## src/rtl/sbm_pkg.sv

```systemverilog
`timescale 1ns / 1ps
// sbm_pkg: types, codes and helpers for the serial loaded bank mapper
// no dependencies; imported by the translation unit, top level and checker

package sbm_pkg;

  typedef enum logic [2:0] {
    KIND_CPU_RD  = 3'd0,
    KIND_CPU_WR  = 3'd1,
    KIND_PPU_RD  = 3'd2,
    KIND_PPU_WR  = 3'd3,
    KIND_NT_FOLD = 3'd4
  } kind_e;

  typedef enum logic [2:0] {
    TGT_NONE    = 3'd0,
    TGT_PRG_RAM = 3'd1,
    TGT_PRG_ROM = 3'd2,
    TGT_CHR     = 3'd3,
    TGT_NT      = 3'd4
  } target_e;

  typedef enum logic [1:0] {
    MIR_SINGLE_LO = 2'd0,
    MIR_SINGLE_HI = 2'd1,
    MIR_VERT      = 2'd2,
    MIR_HORIZ     = 2'd3
  } mirror_e;

  typedef enum logic [1:0] {
    CFG_PRG_ROM_LOG2 = 2'd0,
    CFG_CHR_LOG2     = 2'd1,
    CFG_PRG_RAM_LOG2 = 2'd2,
    CFG_INIT_MIRROR  = 2'd3
  } cfg_idx_e;

  typedef enum logic [1:0] {
    REG_CONTROL = 2'd0,
    REG_CHR0    = 2'd1,
    REG_CHR1    = 2'd2,
    REG_PRG     = 2'd3
  } reg_sel_e;

  typedef enum logic [1:0] {
    PRG_MODE_32K_A    = 2'd0,
    PRG_MODE_32K_B    = 2'd1,
    PRG_MODE_FIX_FIRST = 2'd2,
    PRG_MODE_FIX_LAST  = 2'd3
  } prg_mode_e;

  localparam int unsigned AddrW      = 16;
  localparam int unsigned PhysW      = 18;
  localparam int unsigned CfgDataW   = 5;
  localparam int unsigned LoadLast   = 4;

  localparam logic [4:0] PrgRomLog2Rst = 5'd17;
  localparam logic [4:0] ChrLog2Rst    = 5'd13;
  localparam logic [3:0] PrgRamLog2Rst = 4'd13;

  typedef struct packed {
    logic [4:0] prg_rom_lg;
    logic [4:0] chr_lg;
    logic [3:0] prg_ram_lg;
    mirror_e    init_mirror;
  } cfg_t;

  typedef struct packed {
    logic [4:0] loader_bits;
    logic [2:0] loader_count;
    prg_mode_e  prg_mode;
    logic       chr_mode;
    logic [4:0] chr_bank_low;
    logic [4:0] chr_bank_high;
    logic [3:0] prg_bank_sel;
    logic       ram_disable;
    mirror_e    mirror_mode;
  } state_t;

  typedef struct packed {
    target_e          target;
    logic [PhysW-1:0] phys;
    logic             strobe;
    logic [7:0]       wr_byte;
    mirror_e          mirror;
  } result_t;

  // all ones below min(lg, 18)
  function automatic logic [PhysW-1:0] size_mask(input logic [4:0] lg);
    logic [PhysW-1:0] m;
    for (int i = 0; i < PhysW; i++) begin
      m[i] = (5'(i) < lg);
    end
    return m;
  endfunction

endpackage

```

## src/rtl/sbm_xlate.sv

```systemverilog
`timescale 1ns / 1ps
// sbm_xlate: address translation, nametable fold and serial register load
// depends on sbm_pkg

module sbm_xlate import sbm_pkg::*; (
  input  cfg_t             cfg_i,
  input  state_t           state_i,
  input  logic [2:0]       kind_i,
  input  logic [AddrW-1:0] address_i,
  input  logic [7:0]       write_data_i,
  output state_t           state_o,
  output result_t          result_o
);

  logic [PhysW-1:0] rom_mask;
  logic [PhysW-1:0] chr_mask;
  logic [PhysW-1:0] ram_mask;
  logic [PhysW-1:0] last_base;
  logic [PhysW-1:0] prg_raw;
  logic [PhysW-1:0] chr_raw;
  logic [AddrW-1:0] nt_addr;
  logic [4:0]       bits_n;
  kind_e            kind;

  assign kind      = kind_e'(kind_i);
  assign rom_mask  = size_mask(cfg_i.prg_rom_lg);
  assign chr_mask  = size_mask(cfg_i.chr_lg);
  assign ram_mask  = size_mask({1'b0, cfg_i.prg_ram_lg});
  assign last_base = (rom_mask + PhysW'(1)) - PhysW'(18'h04000);
  assign bits_n    = {write_data_i[0], state_i.loader_bits[4:1]};

  always_comb begin
    case (state_i.prg_mode)
      PRG_MODE_FIX_FIRST: begin
        prg_raw = address_i[14] ? {state_i.prg_bank_sel, address_i[13:0]}
                                : {4'd0, address_i[13:0]};
      end
      PRG_MODE_FIX_LAST: begin
        prg_raw = address_i[14] ? last_base + {4'd0, address_i[13:0]}
                                : {state_i.prg_bank_sel, address_i[13:0]};
      end
      default: begin
        prg_raw = {state_i.prg_bank_sel[3:1], address_i[14:0]};
      end
    endcase
  end

  always_comb begin
    if (!state_i.chr_mode) begin
      chr_raw = {1'b0, state_i.chr_bank_low[4:1], address_i[12:0]};
    end else if (address_i[12]) begin
      chr_raw = {1'b0, state_i.chr_bank_high, address_i[11:0]};
    end else begin
      chr_raw = {1'b0, state_i.chr_bank_low, address_i[11:0]};
    end
  end

  // nametable fold by 1K quadrant
  always_comb begin
    nt_addr = address_i;
    case (state_i.mirror_mode)
      MIR_VERT: begin
        if (address_i[15:11] == 5'b00101) nt_addr = address_i - 16'h0800;
      end
      MIR_HORIZ: begin
        if (address_i[15:10] == 6'b001001) nt_addr = address_i - 16'h0400;
        if (address_i[15:10] == 6'b001011) nt_addr = address_i - 16'h0800;
      end
      MIR_SINGLE_LO: begin
        if (address_i[15:10] == 6'b001001) nt_addr = address_i - 16'h0400;
        if (address_i[15:10] == 6'b001010) nt_addr = address_i - 16'h0800;
        if (address_i[15:10] == 6'b001011) nt_addr = address_i - 16'h0C00;
      end
      default: begin
        if (address_i[15:10] == 6'b001000) nt_addr = address_i + 16'h0400;
        if (address_i[15:10] == 6'b001010) nt_addr = address_i - 16'h0400;
        if (address_i[15:10] == 6'b001011) nt_addr = address_i - 16'h0800;
      end
    endcase
  end

  always_comb begin
    state_o         = state_i;
    result_o.target = TGT_NONE;
    result_o.phys   = '0;
    result_o.strobe = 1'b0;
    case (kind) inside
      KIND_CPU_RD, KIND_CPU_WR: begin
        if (address_i[15:13] == 3'b011) begin
          if (!state_i.ram_disable) begin
            result_o.target = TGT_PRG_RAM;
            result_o.phys   = {5'd0, address_i[12:0]} & ram_mask;
            result_o.strobe = (kind == KIND_CPU_WR);
          end
        end else if (address_i[15]) begin
          if (kind == KIND_CPU_RD) begin
            result_o.target = TGT_PRG_ROM;
            result_o.phys   = prg_raw & rom_mask;
          end else if (write_data_i[7]) begin
            state_o.loader_bits  = '0;
            state_o.loader_count = '0;
            state_o.prg_mode     = PRG_MODE_FIX_LAST;
            state_o.chr_mode     = 1'b0;
            state_o.mirror_mode  = cfg_i.init_mirror;
          end else if (state_i.loader_count == 3'(LoadLast)) begin
            state_o.loader_bits  = '0;
            state_o.loader_count = '0;
            unique case (reg_sel_e'(address_i[14:13]))
              REG_CONTROL: begin
                state_o.mirror_mode = mirror_e'(bits_n[1:0]);
                state_o.prg_mode    = prg_mode_e'(bits_n[3:2]);
                state_o.chr_mode    = bits_n[4];
              end
              REG_CHR0: state_o.chr_bank_low  = bits_n;
              REG_CHR1: state_o.chr_bank_high = bits_n;
              REG_PRG: begin
                state_o.prg_bank_sel = bits_n[3:0];
                state_o.ram_disable  = bits_n[4];
              end
              default: ;
            endcase
          end else begin
            state_o.loader_bits  = bits_n;
            state_o.loader_count = state_i.loader_count + 3'd1;
          end
        end
      end
      KIND_PPU_RD, KIND_PPU_WR: begin
        if (address_i[15:13] == 3'b000) begin
          result_o.target = TGT_CHR;
          result_o.phys   = chr_raw & chr_mask;
          result_o.strobe = (kind == KIND_PPU_WR);
        end
      end
      KIND_NT_FOLD: begin
        result_o.target = TGT_NT;
        result_o.phys   = {2'b00, nt_addr};
      end
      default: ;
    endcase
    result_o.wr_byte = result_o.strobe ? write_data_i : 8'd0;
    result_o.mirror  = state_o.mirror_mode;
  end

endmodule

```

## src/rtl/serial_loaded_bank_mapper.sv

```systemverilog
`timescale 1ns / 1ps
// serial_loaded_bank_mapper: top level, input stage, mapper state and result register
// depends on sbm_pkg and sbm_xlate
//
// channel | direction | handshake            | payload
// in      | sink      | in_valid_i/in_ready_o   | kind_i, address_i, write_data_i
// out     | source    | out_valid_o/out_ready_i | target_o, phys_address_o,
//         |           |                         | write_strobe_o, write_byte_o,
//         |           |                         | mirroring_now_o
// cfg     | sink      | cfg_we_i                | cfg_idx_i, cfg_data_i
//
// one transfer per cycle unless the output stalls; input stage, then result register
// translation and the mapper state update happen as an item leaves the input stage
// a stalled output holds its result while one more item waits in the input stage
// reset sets config, state and valid flags but not data; mirroring starts single low

module serial_loaded_bank_mapper import sbm_pkg::*; (
  input  logic                clk_i,
  input  logic                rst_ni,
  input  logic                cfg_we_i,
  input  logic [1:0]          cfg_idx_i,
  input  logic [CfgDataW-1:0] cfg_data_i,
  input  logic                in_valid_i,
  output logic                in_ready_o,
  input  logic [2:0]          kind_i,
  input  logic [AddrW-1:0]    address_i,
  input  logic [7:0]          write_data_i,
  output logic                out_valid_o,
  input  logic                out_ready_i,
  output logic [2:0]          target_o,
  output logic [PhysW-1:0]    phys_address_o,
  output logic                write_strobe_o,
  output logic [7:0]          write_byte_o,
  output logic [1:0]          mirroring_now_o
);

  cfg_t             cfg_q;
  state_t           state_q;
  state_t           state_d;
  result_t          result_d;
  result_t          result_q;
  logic             s1_valid_q;
  logic [2:0]       s1_kind_q;
  logic [AddrW-1:0] s1_addr_q;
  logic [7:0]       s1_data_q;
  logic             out_valid_q;
  logic             s1_move;

  assign s1_move    = s1_valid_q && (!out_valid_q || out_ready_i);
  assign in_ready_o = !s1_valid_q || s1_move;

  // configuration registers
  always_ff @(posedge clk_i or negedge rst_ni) begin
    if (!rst_ni) begin
      cfg_q.prg_rom_lg  <= PrgRomLog2Rst;
      cfg_q.chr_lg      <= ChrLog2Rst;
      cfg_q.prg_ram_lg  <= PrgRamLog2Rst;
      cfg_q.init_mirror <= MIR_SINGLE_LO;
    end else if (cfg_we_i) begin
      unique case (cfg_idx_e'(cfg_idx_i))
        CFG_PRG_ROM_LOG2: cfg_q.prg_rom_lg  <= cfg_data_i;
        CFG_CHR_LOG2:     cfg_q.chr_lg      <= cfg_data_i;
        CFG_PRG_RAM_LOG2: cfg_q.prg_ram_lg  <= cfg_data_i[3:0];
        CFG_INIT_MIRROR:  cfg_q.init_mirror <= mirror_e'(cfg_data_i[1:0]);
        default: ;
      endcase
    end
  end

  // input stage
  always_ff @(posedge clk_i or negedge rst_ni) begin
    if (!rst_ni) begin
      s1_valid_q <= 1'b0;
    end else if (in_ready_o) begin
      s1_valid_q <= in_valid_i;
    end
  end

  always_ff @(posedge clk_i) begin
    if (in_valid_i && in_ready_o) begin
      s1_kind_q <= kind_i;
      s1_addr_q <= address_i;
      s1_data_q <= write_data_i;
    end
  end

  sbm_xlate u_xlate (
    .cfg_i        (cfg_q),
    .state_i      (state_q),
    .kind_i       (s1_kind_q),
    .address_i    (s1_addr_q),
    .write_data_i (s1_data_q),
    .state_o      (state_d),
    .result_o     (result_d)
  );

  // mapper state
  always_ff @(posedge clk_i or negedge rst_ni) begin
    if (!rst_ni) begin
      state_q.loader_bits   <= '0;
      state_q.loader_count  <= '0;
      state_q.prg_mode      <= PRG_MODE_FIX_LAST;
      state_q.chr_mode      <= 1'b0;
      state_q.chr_bank_low  <= '0;
      state_q.chr_bank_high <= '0;
      state_q.prg_bank_sel  <= '0;
      state_q.ram_disable   <= 1'b0;
      state_q.mirror_mode   <= MIR_SINGLE_LO;
    end else if (s1_move) begin
      state_q <= state_d;
    end
  end

  // result register
  always_ff @(posedge clk_i or negedge rst_ni) begin
    if (!rst_ni) begin
      out_valid_q <= 1'b0;
    end else if (!out_valid_q || out_ready_i) begin
      out_valid_q <= s1_valid_q;
    end
  end

  always_ff @(posedge clk_i) begin
    if (s1_move) begin
      result_q <= result_d;
    end
  end

  assign out_valid_o     = out_valid_q;
  assign target_o        = result_q.target;
  assign phys_address_o  = result_q.phys;
  assign write_strobe_o  = result_q.strobe;
  assign write_byte_o    = result_q.wr_byte;
  assign mirroring_now_o = result_q.mirror;

endmodule

```

## config.mk

```make
export PLATFORM = sky130hd
export DESIGN_NAME = serial_loaded_bank_mapper
export DESIGN_NICKNAME = d
export VERILOG_FILES = /design/src/rtl/sbm_pkg.sv /design/src/rtl/sbm_xlate.sv /design/src/rtl/serial_loaded_bank_mapper.sv
export SDC_FILE = /design/constraint.sdc
export NUM_CORES = 1
export LEC_CHECK = 0
export ABC_AREA = 1
export CELL_PAD_IN_SITES_DETAIL_PLACEMENT = 0
export CELL_PAD_IN_SITES_GLOBAL_PLACEMENT = 2
export CORE_UTILIZATION = 38
export DETAILED_ROUTE_END_ITERATION = 7
export DONT_BUFFER_PORTS = 1
export PLACE_DENSITY_LB_ADDON = 0.1
export SLEW_MARGIN = 20
export SYNTH_ARGS = -nofsm -noshare
export SYNTH_HDL_FRONTEND = slang
export SYNTH_HIERARCHICAL = 1
export SYNTH_SLANG_ARGS = --single-unit
export TNS_END_PERCENT = 5
```

## constraint.sdc

```tcl
create_clock -name clk_i -period 3.1 [get_ports clk_i]
set_input_delay 0 -clock clk_i [delete_from_list [all_inputs] [get_ports clk_i]]
set_output_delay 0 -clock clk_i [all_outputs]
set_load 0.05 [all_outputs]
```

Word level (Yosys, flattened, before mapping)
Index checks and enable logic that the tools add are counted.
Widths: inputs -> output; s select.
{"block": "word_totals", "romBits": 0, "output_inout_bits": 34, "memories": 0, "reg_bits": 105, "inputBits": 39, "latchBits": 0, "word_cells": 173, "ram_bits": 0}
{"block": "classes", "muxes": 38, "bitwise_logic": 6, "shifts": 0, "n_mul": 0, "n_reduce_logical": 24, "n_addsub": 8, "n_eq_ne": 21, "n_lt_le_gt_ge": 53, "div": 0}
{"operator": "$mux 16", "n": 8}
{"operator": "$mux 21", "n": 6}
{"operator": "$lt 4x5->1 const A", "n": 16}
{"operator": "$mux 20", "n": 3}
{"operator": "$pmux 16 s3", "n": 1}
{"operator": "$lt 3x5->1 const A", "n": 8}
{"operator": "$mux 18", "n": 2}
{"operator": "$pmux 18 s2", "n": 1}
{"operator": "$mux 17", "n": 2}
{"operator": "$sub 16x12->16 const B", "n": 2}
{"operator": "$lt 4x4->1 const A", "n": 7}
{"operator": "$eq 6x4->1 const B", "n": 4}
{"operator": "$reduce_and 8->1", "n": 3}
{"operator": "$lt 1x5->1 const A", "n": 4}
{"operator": "$lt 2x5->1 const A", "n": 4}
{"operator": "$lt 5x5->1 const A", "n": 4}
{"operator": "$add 18x1->18 const B", "n": 1}
{"operator": "$add 18x14->18", "n": 1}
{"operator": "$and 13x18->18", "n": 1}
{"operator": "$and 17x18->18", "n": 1}
{"operator": "$and 18x18->18", "n": 1}
{"operator": "$sub 18x15->18 const B", "n": 1}
{"operator": "$add 16x11->16 const B", "n": 1}
{"operator": "$eq 2x2->1 const B", "n": 8}
{"operator": "28 further kinds", "n": 60}

Longest topological paths before layout
Gate-level depths: netlist (run 1).
{"block": "logic_depth", "ltp_word": 11, "ltp_mapped": 20, "ltp_nobuf": 20}

Hierarchy
The synthesis (run 1) kept the hierarchy.
{"mod": "serial_loaded_bank_mapper", "seq_area_each_um2": 2935.3, "cells_each": 266, "instances": 1, "area_per_inst_um2": 3692.3}
{"mod": "sbm_xlate", "seq_area_each_um2": 0.0, "cells_each": 683, "instances": 1, "area_per_inst_um2": 3432.0}

Worst setup path after synthesis (run 1)
No wires, ideal clock.
{"block": "synth_timing", "kind": "register -> register", "start": "register cfg_q[15] (netlist bit)", "end": "register result_q, in the netlist phys_address_o[14], data pin", "required_ps": 2846, "n_path_buf": 0, "t_arrival_ps": 2297, "synth_period_minus_slack_ps": 2552, "setup_time_ps": 254, "stages_incl_launch_ff": 20, "slack_ps": 548, "cell_sequence": "dfstp_2 nor2_1 nand2_1 nor2_1 inv_1 nor2_1 ha_1 fa_1 inv_1 nand3_1 nand3_1 nand2_1 nand2_1 nand2_1 nand3_1 nand2_1 nand2_1 nand2_1 nand2_1 nand2_1"}
{"item": "start: declaration", "line": "serial_loaded_bank_mapper.sv:37", "source": "cfg_t cfg_q;"}
{"item": "end signal: assignment", "line": "serial_loaded_bank_mapper.sv:125", "source": "result_q <= result_d;"}
{"item": "end: declaration", "line": "serial_loaded_bank_mapper.sv:41", "source": "result_t result_q;"}

==> results_dict.tcl, run 1 <==
set metrics [dict create \
    post-place-cells 1162 \
    end_kind "flop" \
    reg2reg_depth 19 \
    antenna_found_initial 0 \
    fp-row-count 49 \
    drive_above_1_share_pct 8.16 \
    p_leak_nw 3.85 \
    hold_end "s1_valid_q" \
    grt_pass1_vias 6203 \
    clkTransAtPathRegs_ns 0.07 \
    antenna_cells 0 \
    nFillCells 1801 \
    syn_nets 1008 \
    cts_buffers 9 \
    r2r-end "phys_address_o[16]" \
    worst_slack_ns 0.367 \
    final_cells 1222 \
    cts_setup_buffers 0 \
    min_from "out_ready_i" \
    skew_ns 0.00830 \
    port_buffers 0 \
    maxCapViolCount 0 \
    worstPathRequired_ns 3.21 \
    drt-initial-drc-count 569 \
    first_pass_iters 7 \
    htree_levels 3 \
    arrival_ns 2.84 \
    pre_cts_slack_ns 0.140 \
    grt_usage_pct 23.5 \
    rrSetupSlack_ns 0.37 \
    worstMarginPinSlew_ns 0.675 \
    drv_slew 0 \
    grt_start_max_net_pins 46 \
    syn2layout_area_growth_pct 14.8 \
    yosysWarnings 6 \
    pin_count 73 \
    min_period_over_period_pct 88.2 \
    fin_setup_tns_ns 0 \
    min_period_ns 2.73 \
    rr_startpoint "cfg_q[15]" \
    insertion_delay_ns 0.35 \
    die_area_mm2 0.0192 \
    hold_depth 4 \
    maxSlewHeadroom_pct 55.0 \
    cp-start-kind "flop" \
    vdd_ir_drop_max_uv 309 \
    finish.utilization_pct 44.9 \
    hold_violations 0 \
    tritoncts "yes" \
    clockBufferDepth 2 \
    avgSynthCellArea_um2 7.51 \
    rsz0062_at_grt "no" \
    fin_nets 1053 \
    die_h_um 138 \
    drc 2 \
    cts_sinks 104 \
    routed_wl_um 21900 \
    vias 6471 \
    dp_hpwl_um 16400 \
    syn_area_mm2 0.00708 \
    status "finished, violations left" \
    regArea_mm2 0.00291 \
    place_congestion 0.903 \
    setup_viol 0 \
    coreArea_mm2 0.0181 \
    initial_core_util_pct 39.1 \
    multi_input_area_mm2 0.00352 \
    p_per_area_mw_per_mm2 602 \
    grt_pass1_wl_um 34800 \
    violations "DRC" \
    max_clock_freq_mhz 366 \
    syn_inst 943 \
    viasPerCell 5.30 \
    hp-class "input port to flop" \
    antenna_left 0 \
    crit_type "flop to flop" \
    dieWidth_um 138 \
    routedWlPerCell_um 17.9 \
    path_max_fanout 6 \
    cts-root-buf "clkbuf_16" \
    grt_overflow 0 \
]
## metal layers
| metal | global-route usage [%] | share of wire [%] | routed length [um] |
|---|---|---|---|
| met1 | 33.7 | 49 | 10800 |
| met4 | 4.97 | 0.91 | 199 |
| met5 | 0 | 0 | 0 |
| met3 | 3.64 | 4.7 | 1030 |
| met2 | 37.3 | 45 | 9910 |
## per-stage QoR
| stage | hold slack [ns] | cell area (um^2) | power, W |
|---|---|---|---|
| after floorplan | -0.296 | 7080 | 0.00306 |
| after global placement | -0.294 | 7290 | 0.00343 |
| after detailed placement | -0.294 | 7290 | 0.00342 |
| after CTS | 0.0182 | 8110 | 0.00491 |
| after global routing | 0.0668 | 8130 | 0.00518 |
| final | 0.0313 | 8130 | 0.00489 |
## report_power, final
| group | leakage (nW) | switching (W) | total, W | internal [W] |
|---|---|---|---|---|
| Clock | 0.172 | 0.000531 | 0.00140 | 0.000872 |
| Sequential | 1.15 | 0.000399 | 0.00208 | 0.00168 |
| Combinational | 2.52 | 0.000942 | 0.00141 | 0.000465 |
| Total | 3.85 | 0.00187 | 0.00489 | 0.00302 |
## final cells by class
type | instances | share of cell area [%]
Timing Repair Buffer | 58 | 6.93
Sequential cell | 104 | 35.8
Multi-Input combinational cell | 688 | 43.3
Clock inverter | 7 | 1.74
Inverter | 127 | 5.87
Clock buffer | 9 | 2.77
Tap cell | 229 | 3.53
## worst max path at each step
stage               from                  to  slack [ns]  cells after the start
2_1_floorplan  cfg_q[15]  phys_address_o[14]        0.55                     19
3_3_place_gp   cfg_q[14]  phys_address_o[14]        0.25                     20
3_5_place_dp   cfg_q[14]  phys_address_o[14]        0.14                     20
4_1_cts        cfg_q[14]  phys_address_o[14]        0.12                     20
5_1_grt        cfg_q[14]  phys_address_o[14]        0.03                     20
6_report       cfg_q[15]  phys_address_o[16]        0.37                     19
## what timing repair did
action,4_1_cts,5_1_grt
endpoints found under the hold margin,89,0
hold buffers,44,0
setup endpoints to repair,0,6
resized for setup,0,5
## sequential cells by signal (all words and copies together), names as in the netlist
| register | count |
|---|---|
| phys_address_o | 18 |
| write_strobe_o | 1 |
| s1_valid_q | 1 |
| write_byte_o | 8 |
| state_q | 27 |
| s1_kind_q | 3 |
| s1_addr_q | 16 |
| cfg_q | 16 |
| s1_data_q | 8 |
| out_valid_o | 1 |
| target_o | 3 |
| mirroring_now_o | 2 |
## critical path, cell delays in order, from the launching register on
cell     delay, ns
dfstp_2       0.58
nor2_2        0.08
nand2_2       0.10
nor2_2        0.06
inv_1         0.11
nor2_1        0.07
ha_1          0.22
fa_2          0.35
inv_1         0.08
nand3_1       0.08
nand3_2       0.10
nand2_1       0.07
nand2_1       0.11
nand2_1       0.10
nand3_1       0.12
nand2_1       0.06
nand2_1       0.05
nand2_1       0.04
nand2_1       0.06
nand2_1       0.04
## cell usage in the layout (no fill, tap or decap), types with 7 or more instances in the layout
master	n
edfxtp_1	59
inv_1	119
buf_4	14
a22oi_1	7
nor3_1	11
nand2_1	284
inv_2	8
dfstp_2	10
dlygate4sd3_1	43
nand4_1	18
nand3_1	93
clkbuf_16	9
o21ai_0	35
a31oi_1	7
a21oi_1	64
dfrtp_1	35
ha_1	25
nor2_1	75
Power figures use the tool's default switching activity.
==> run 2, diff against run 1 <==
CORE_UTILIZATION = 25   (was 38)
==> run 2 against run 1 <==
  * The run now ends clean
  * Via count shrank 0.74%
  * Design area is 2.6% higher
  * Worst setup slack lost 0.16 ns
  * Die area increased by 51%
  * Cell count grew 13%
  * Power down 2.6%
  * Sequential cell count is the same
  * Highest routed layer unchanged
  * Sequential power about the same
==> results_dict.tcl, run 2 (synthesis gave the netlist of run 1 again) <==
set metrics [dict create \
    grt_pass1_vias 6439 \
    grt_pass1_wl_um 38600 \
    antenna_found_initial 0 \
    hold_end "s1_valid_q" \
    regArea_mm2 0.00291 \
    drv_slew 0 \
    skew_ns 0.0101 \
    cp-start-kind "flop" \
    tritoncts "yes" \
    hold_violations 0 \
    fp-row-count 61 \
    nFillCells 3064 \
    cts_setup_buffers 0 \
    antenna_left 0 \
    most-common-layout-cells "nand2_1, inv_1, nand3_1" \
    post-place-cells 1318 \
    vdd_ir_drop_max_uv 223 \
    place_congestion 0.773 \
    htree_levels 3 \
    die_area_mm2 0.0290 \
    worstMarginPinSlew_ns 0.577 \
    pin_count 73 \
    fin_nets 1064 \
    cts_sinks 104 \
    final_cells 1382 \
    hold_depth 4 \
    largest_reg_flops 27 \
    setup_viol 0 \
    final_common_cell "nand2_1" \
    first_pass_iters 5 \
    r2r-end "phys_address_o[14]" \
    grt_start_max_net_pins 46 \
    status "complete, no violations" \
    rsz0062_at_grt "yes" \
    rrSetupSlack_ns 0.21 \
    port_buffers 0 \
    multi_input_area_mm2 0.00352 \
    drive_above_1_share_pct 8.57 \
    viasPerCell 4.65 \
    initial_core_util_pct 25.5 \
    cts_buffers 9 \
    maxCapViolCount 0 \
    antenna_cells 0 \
    routedWlPerCell_um 18.2 \
    drt-initial-drc-count 402 \
    vias 6423 \
    grt_usage_pct 18.0 \
    max_clock_freq_mhz 346 \
    postPlaceCellArea_mm2 0.00752 \
    routed_wl_um 25100 \
    worstPathRequired_ns 3.22 \
    design_area_mm2 0.00834 \
    p_per_area_mw_per_mm2 572 \
    rr_startpoint "cfg_q[15]" \
    min_period_over_period_pct 93.3 \
    hp-class "input port to flop" \
    clkTransAtPathRegs_ns 0.08 \
    grt_overflow 0 \
    p_leak_nw 3.87 \
    dp_hpwl_um 18900 \
    dieWidth_um 170 \
    fin_setup_tns_ns 0 \
    path_max_fanout 6 \
    syn2layout_area_growth_pct 17.8 \
    drc 0 \
    cts-root-buf "clkbuf_16" \
    clockBufferDepth 2 \
    crit_type "flop to flop" \
    arrival_ns 3.01 \
    top_register "state_q" \
    reg2reg_depth 19 \
    min_period_ns 2.89 \
    coreArea_mm2 0.0278 \
    insertion_delay_ns 0.37 \
    maxSlewHeadroom_pct 61.5 \
    die_h_um 170 \
    min_from "out_ready_i" \
    end_kind "flop" \
]
## run 2: how the worst max path moves through the flow
| stage | start | to | cells past startpoint |
|---|---|---|---|
| CTS | cfg_q[15] | phys_address_o[14] | 19 |
| global placement | cfg_q[15] | phys_address_o[14] | 19 |
| detailed placement | cfg_q[15] | phys_address_o[16] | 19 |
| finish | cfg_q[15] | phys_address_o[14] | 19 |
| global route | cfg_q[15] | phys_address_o[16] | 19 |
| floorplan | cfg_q[15] | phys_address_o[14] | 19 |
## run 2: worst max-delay path, stage by stage (launching register included)
cell     delay [ns]
dfstp_2        0.58
nor2_2         0.08
nand2_2        0.11
nor2_1         0.08
inv_1          0.12
nor2_1         0.07
ha_1           0.22
fa_1           0.42
inv_1          0.10
nand3_1        0.08
nand3_2        0.10
nand2_1        0.07
nand2_1        0.12
nand2_1        0.11
nand3_1        0.13
nand2_1        0.06
nand2_1        0.05
nand2_1        0.05
nand2_1        0.05
nand2_1        0.04
## run 2: area by class of cell
| class | instances | share of cell area (%) |
|---|---|---|
| tap | 378 | 5.67 |
| clock inverter | 7 | 0.931 |
| clock buffer | 9 | 2.70 |
| inverter | 127 | 5.72 |
| timing repair buffer | 69 | 7.87 |
| sequential | 104 | 34.9 |
| multi-input combinational | 688 | 42.2 |
## run 2: report_power, final
| part | switching [W] | total (W) | internal [W] |
|---|---|---|---|
| clock network | 0.000580 | 0.00122 | 0.000636 |
| logic | 0.000983 | 0.00147 | 0.000482 |
| registers | 0.000401 | 0.00208 | 0.00168 |
| total | 0.00196 | 0.00476 | 0.00280 |
## run 2: routing by layer
metal	part of all wire [%]	GRT usage [%]	up-vias
met2	45	27.9	99
met4	1.1	4.50	0
li1	-	-	3255
met3	2.9	2.42	13
met1	51	26.0	3056
met5	0	0	-
## run 2: repair_timing
action	4_1_cts	5_1_grt
endpoints found under the setup margin	0	8
gates resized for setup	0	3
hold buffers	48	0
hold endpoints to repair	89	0
## run 2: through the flow
step | hold slack (ns) | total power (W) | utilization, % | worst slack, ns
after floorplan | -0.296 | 0.00306 | - | 0.548
after CTS | 0.000522 | 0.00482 | 30.0 | 0.0956
after global placement | -0.294 | 0.00354 | 27.1 | 0.176
after detailed placement | -0.294 | 0.00350 | 27.1 | 0.116
after global routing | 0.0203 | 0.00509 | 30.0 | -0.0262
final | 0.0110 | 0.00476 | 30.0 | 0.209
==> run 3, diff against run 2 <==
clock period = 3.22 ns   (was 3.1 ns; I/O delays follow)
==> run 3 against run 2 <==
  * Die area did not move
  * Sequential cell count unchanged
  * Sequential power shrank 4%
  * Clock skew about the same
==> results_dict.tcl, run 3 (synthesis gave the netlist of run 1 again) <==
set metrics [dict create \
    multi_input_area_mm2 0.00351 \
    cpPeakStageDelay_ns 0.57 \
    antenna_left 0 \
    power_w 0.00451 \
    coreArea_mm2 0.0278 \
    crit_family "simple AND/OR/NAND/NOR gates" \
    crit_type "flop to flop" \
    grt_overflow 0 \
    grt_pass1_wl_um 38800 \
    place_congestion 0.799 \
    insertion_delay_ns 0.36 \
    hold_depth 4 \
    rrSetupSlack_ns 0.32 \
    worstMarginPinSlew_ns 0.615 \
    fin_setup_tns_ns 0 \
    design_area_mm2 0.00826 \
    r2r-end "phys_address_o[16]" \
    cts-root-buf "clkbuf_16" \
    dp_hpwl_um 18900 \
    regArea_mm2 0.00291 \
    min_from "out_ready_i" \
    hp-class "input port to flop" \
    end_kind "flop" \
    grt_start_max_net_pins 46 \
    reg2reg_depth 19 \
    setup_viol 0 \
    postPlaceCellArea_mm2 0.00749 \
    largest_reg_flops 27 \
    clkTransAtPathRegs_ns 0.08 \
    dieWidth_um 170 \
    clockBufferDepth 2 \
    drv_slew 0 \
    path_common_cell "nand2_1" \
    fp-row-count 61 \
    first_pass_iters 7 \
    vdd_ir_drop_max_uv 211 \
    drc 0 \
    cp-start-kind "flop" \
    path_cells "nor2_1, nand2_1, nor2_1, inv_1, nor2_1, ha_1, fa_1, inv_1, nand3_1, nand3_1, nand2_1, nand2_1, nand2_1, nand3_1, nand2_1, nand2_1, nand2_1, nand2_1, nand2_1" \
    cts_setup_buffers 0 \
    antenna_found_initial 0 \
    p_leak_nw 3.82 \
    slowest_stage "dfstp_2" \
    die_area_mm2 0.0290 \
    vias 6366 \
    path_max_fanout 5 \
    status "complete, no violations" \
    cts_buffers 9 \
    routedWlPerCell_um 18.3 \
    routed_wl_um 25100 \
    skew_ns 0.0106 \
    top_register "state_q" \
    maxSlewHeadroom_pct 58.5 \
    hold_violations 0 \
    syn2layout_area_growth_pct 16.7 \
    final_common_cell "nand2_1" \
    htree_levels 3 \
    maxCapViolCount 0 \
    final_cells 1377 \
    drive_above_1_share_pct 7.61 \
    max_clock_freq_mhz 344 \
    p_per_area_mw_per_mm2 546 \
    finish.utilization_pct 29.7 \
    path_buf_inv 2 \
    drt-initial-drc-count 465 \
    fin_nets 1059 \
    initial_core_util_pct 25.5 \
    min_period_over_period_pct 90.2 \
    antenna_cells 0 \
    die_h_um 170 \
    port_buffers 0 \
    rr_startpoint "cfg_q[15]" \
    arrival_ns 3.02 \
    ctsHoldBuffers 48 \
    viasPerCell 4.62 \
    post-place-cells 1313 \
    hold_end "s1_valid_q" \
    grt_pass1_vias 6207 \
    pin_count 73 \
    cts_sinks 104 \
    min_period_ns 2.90 \
    post_cts_resized 0 \
    most-common-layout-cells "nand2_1, inv_1, nand3_1" \
    tritoncts "yes" \
    worstPathRequired_ns 3.34 \
    rsz0062_at_grt "no" \
    grt_usage_pct 18.0 \
    nFillCells 3120 \
]
run 3: tightest hold or removal path: cells and delay by family:
| kind | cells | cell delay, ns |
|---|---|---|
| buffers and inverters | 2 | 0.22 |
| AND/OR/NAND/NOR | 2 | 0.13 |
run 3: per-stage QoR:
| step | setup slack (ns) | hold slack, ns |
|---|---|---|
| 6_report | 0.316 | 0.0150 |
| 3_3_place_gp | 0.364 | -0.294 |
| 4_1_cts | 0.316 | 0.00529 |
| 5_1_grt | 0.0694 | 0.0311 |
| 3_5_place_dp | 0.332 | -0.294 |
| 2_1_floorplan | 0.668 | -0.296 |
run 3: power breakdown:
part	internal, W	total, W	switching (W)
Sequential	0.00162	0.00200	0.000384
Combinational	0.000455	0.00140	0.000947
Clock	0.000534	0.00111	0.000574
run 3: worst max-delay path by stage:
stage               startpoint                  to  slack, ns  cells after the start
finish               cfg_q[15]  phys_address_o[16]       0.32                     19
global route         cfg_q[15]  phys_address_o[16]       0.07                     19
CTS                  cfg_q[15]  phys_address_o[16]       0.32                     19
detailed placement   cfg_q[15]  phys_address_o[16]       0.33                     19
global placement     cfg_q[15]  phys_address_o[14]       0.36                     19
floorplan            cfg_q[15]  phys_address_o[14]       0.67                     19
run 3: layer usage:
layer  track usage, %  wire length (um)  part of all wire (%)
met5                0                 0                     0
met4             4.00               242                  0.96
met3             2.26               527                   2.1
met2             27.6             11100                    44
met1             26.7             13300                    53
run 3: cell type report:
class | instances | area share [%]
Clock buffer | 9 | 2.73
Sequential cell | 104 | 35.2
Tap cell | 378 | 5.72
Clock inverter | 7 | 0.636
Timing Repair Buffer | 64 | 7.48
Multi-Input combinational cell | 688 | 42.4
Inverter | 127 | 5.77
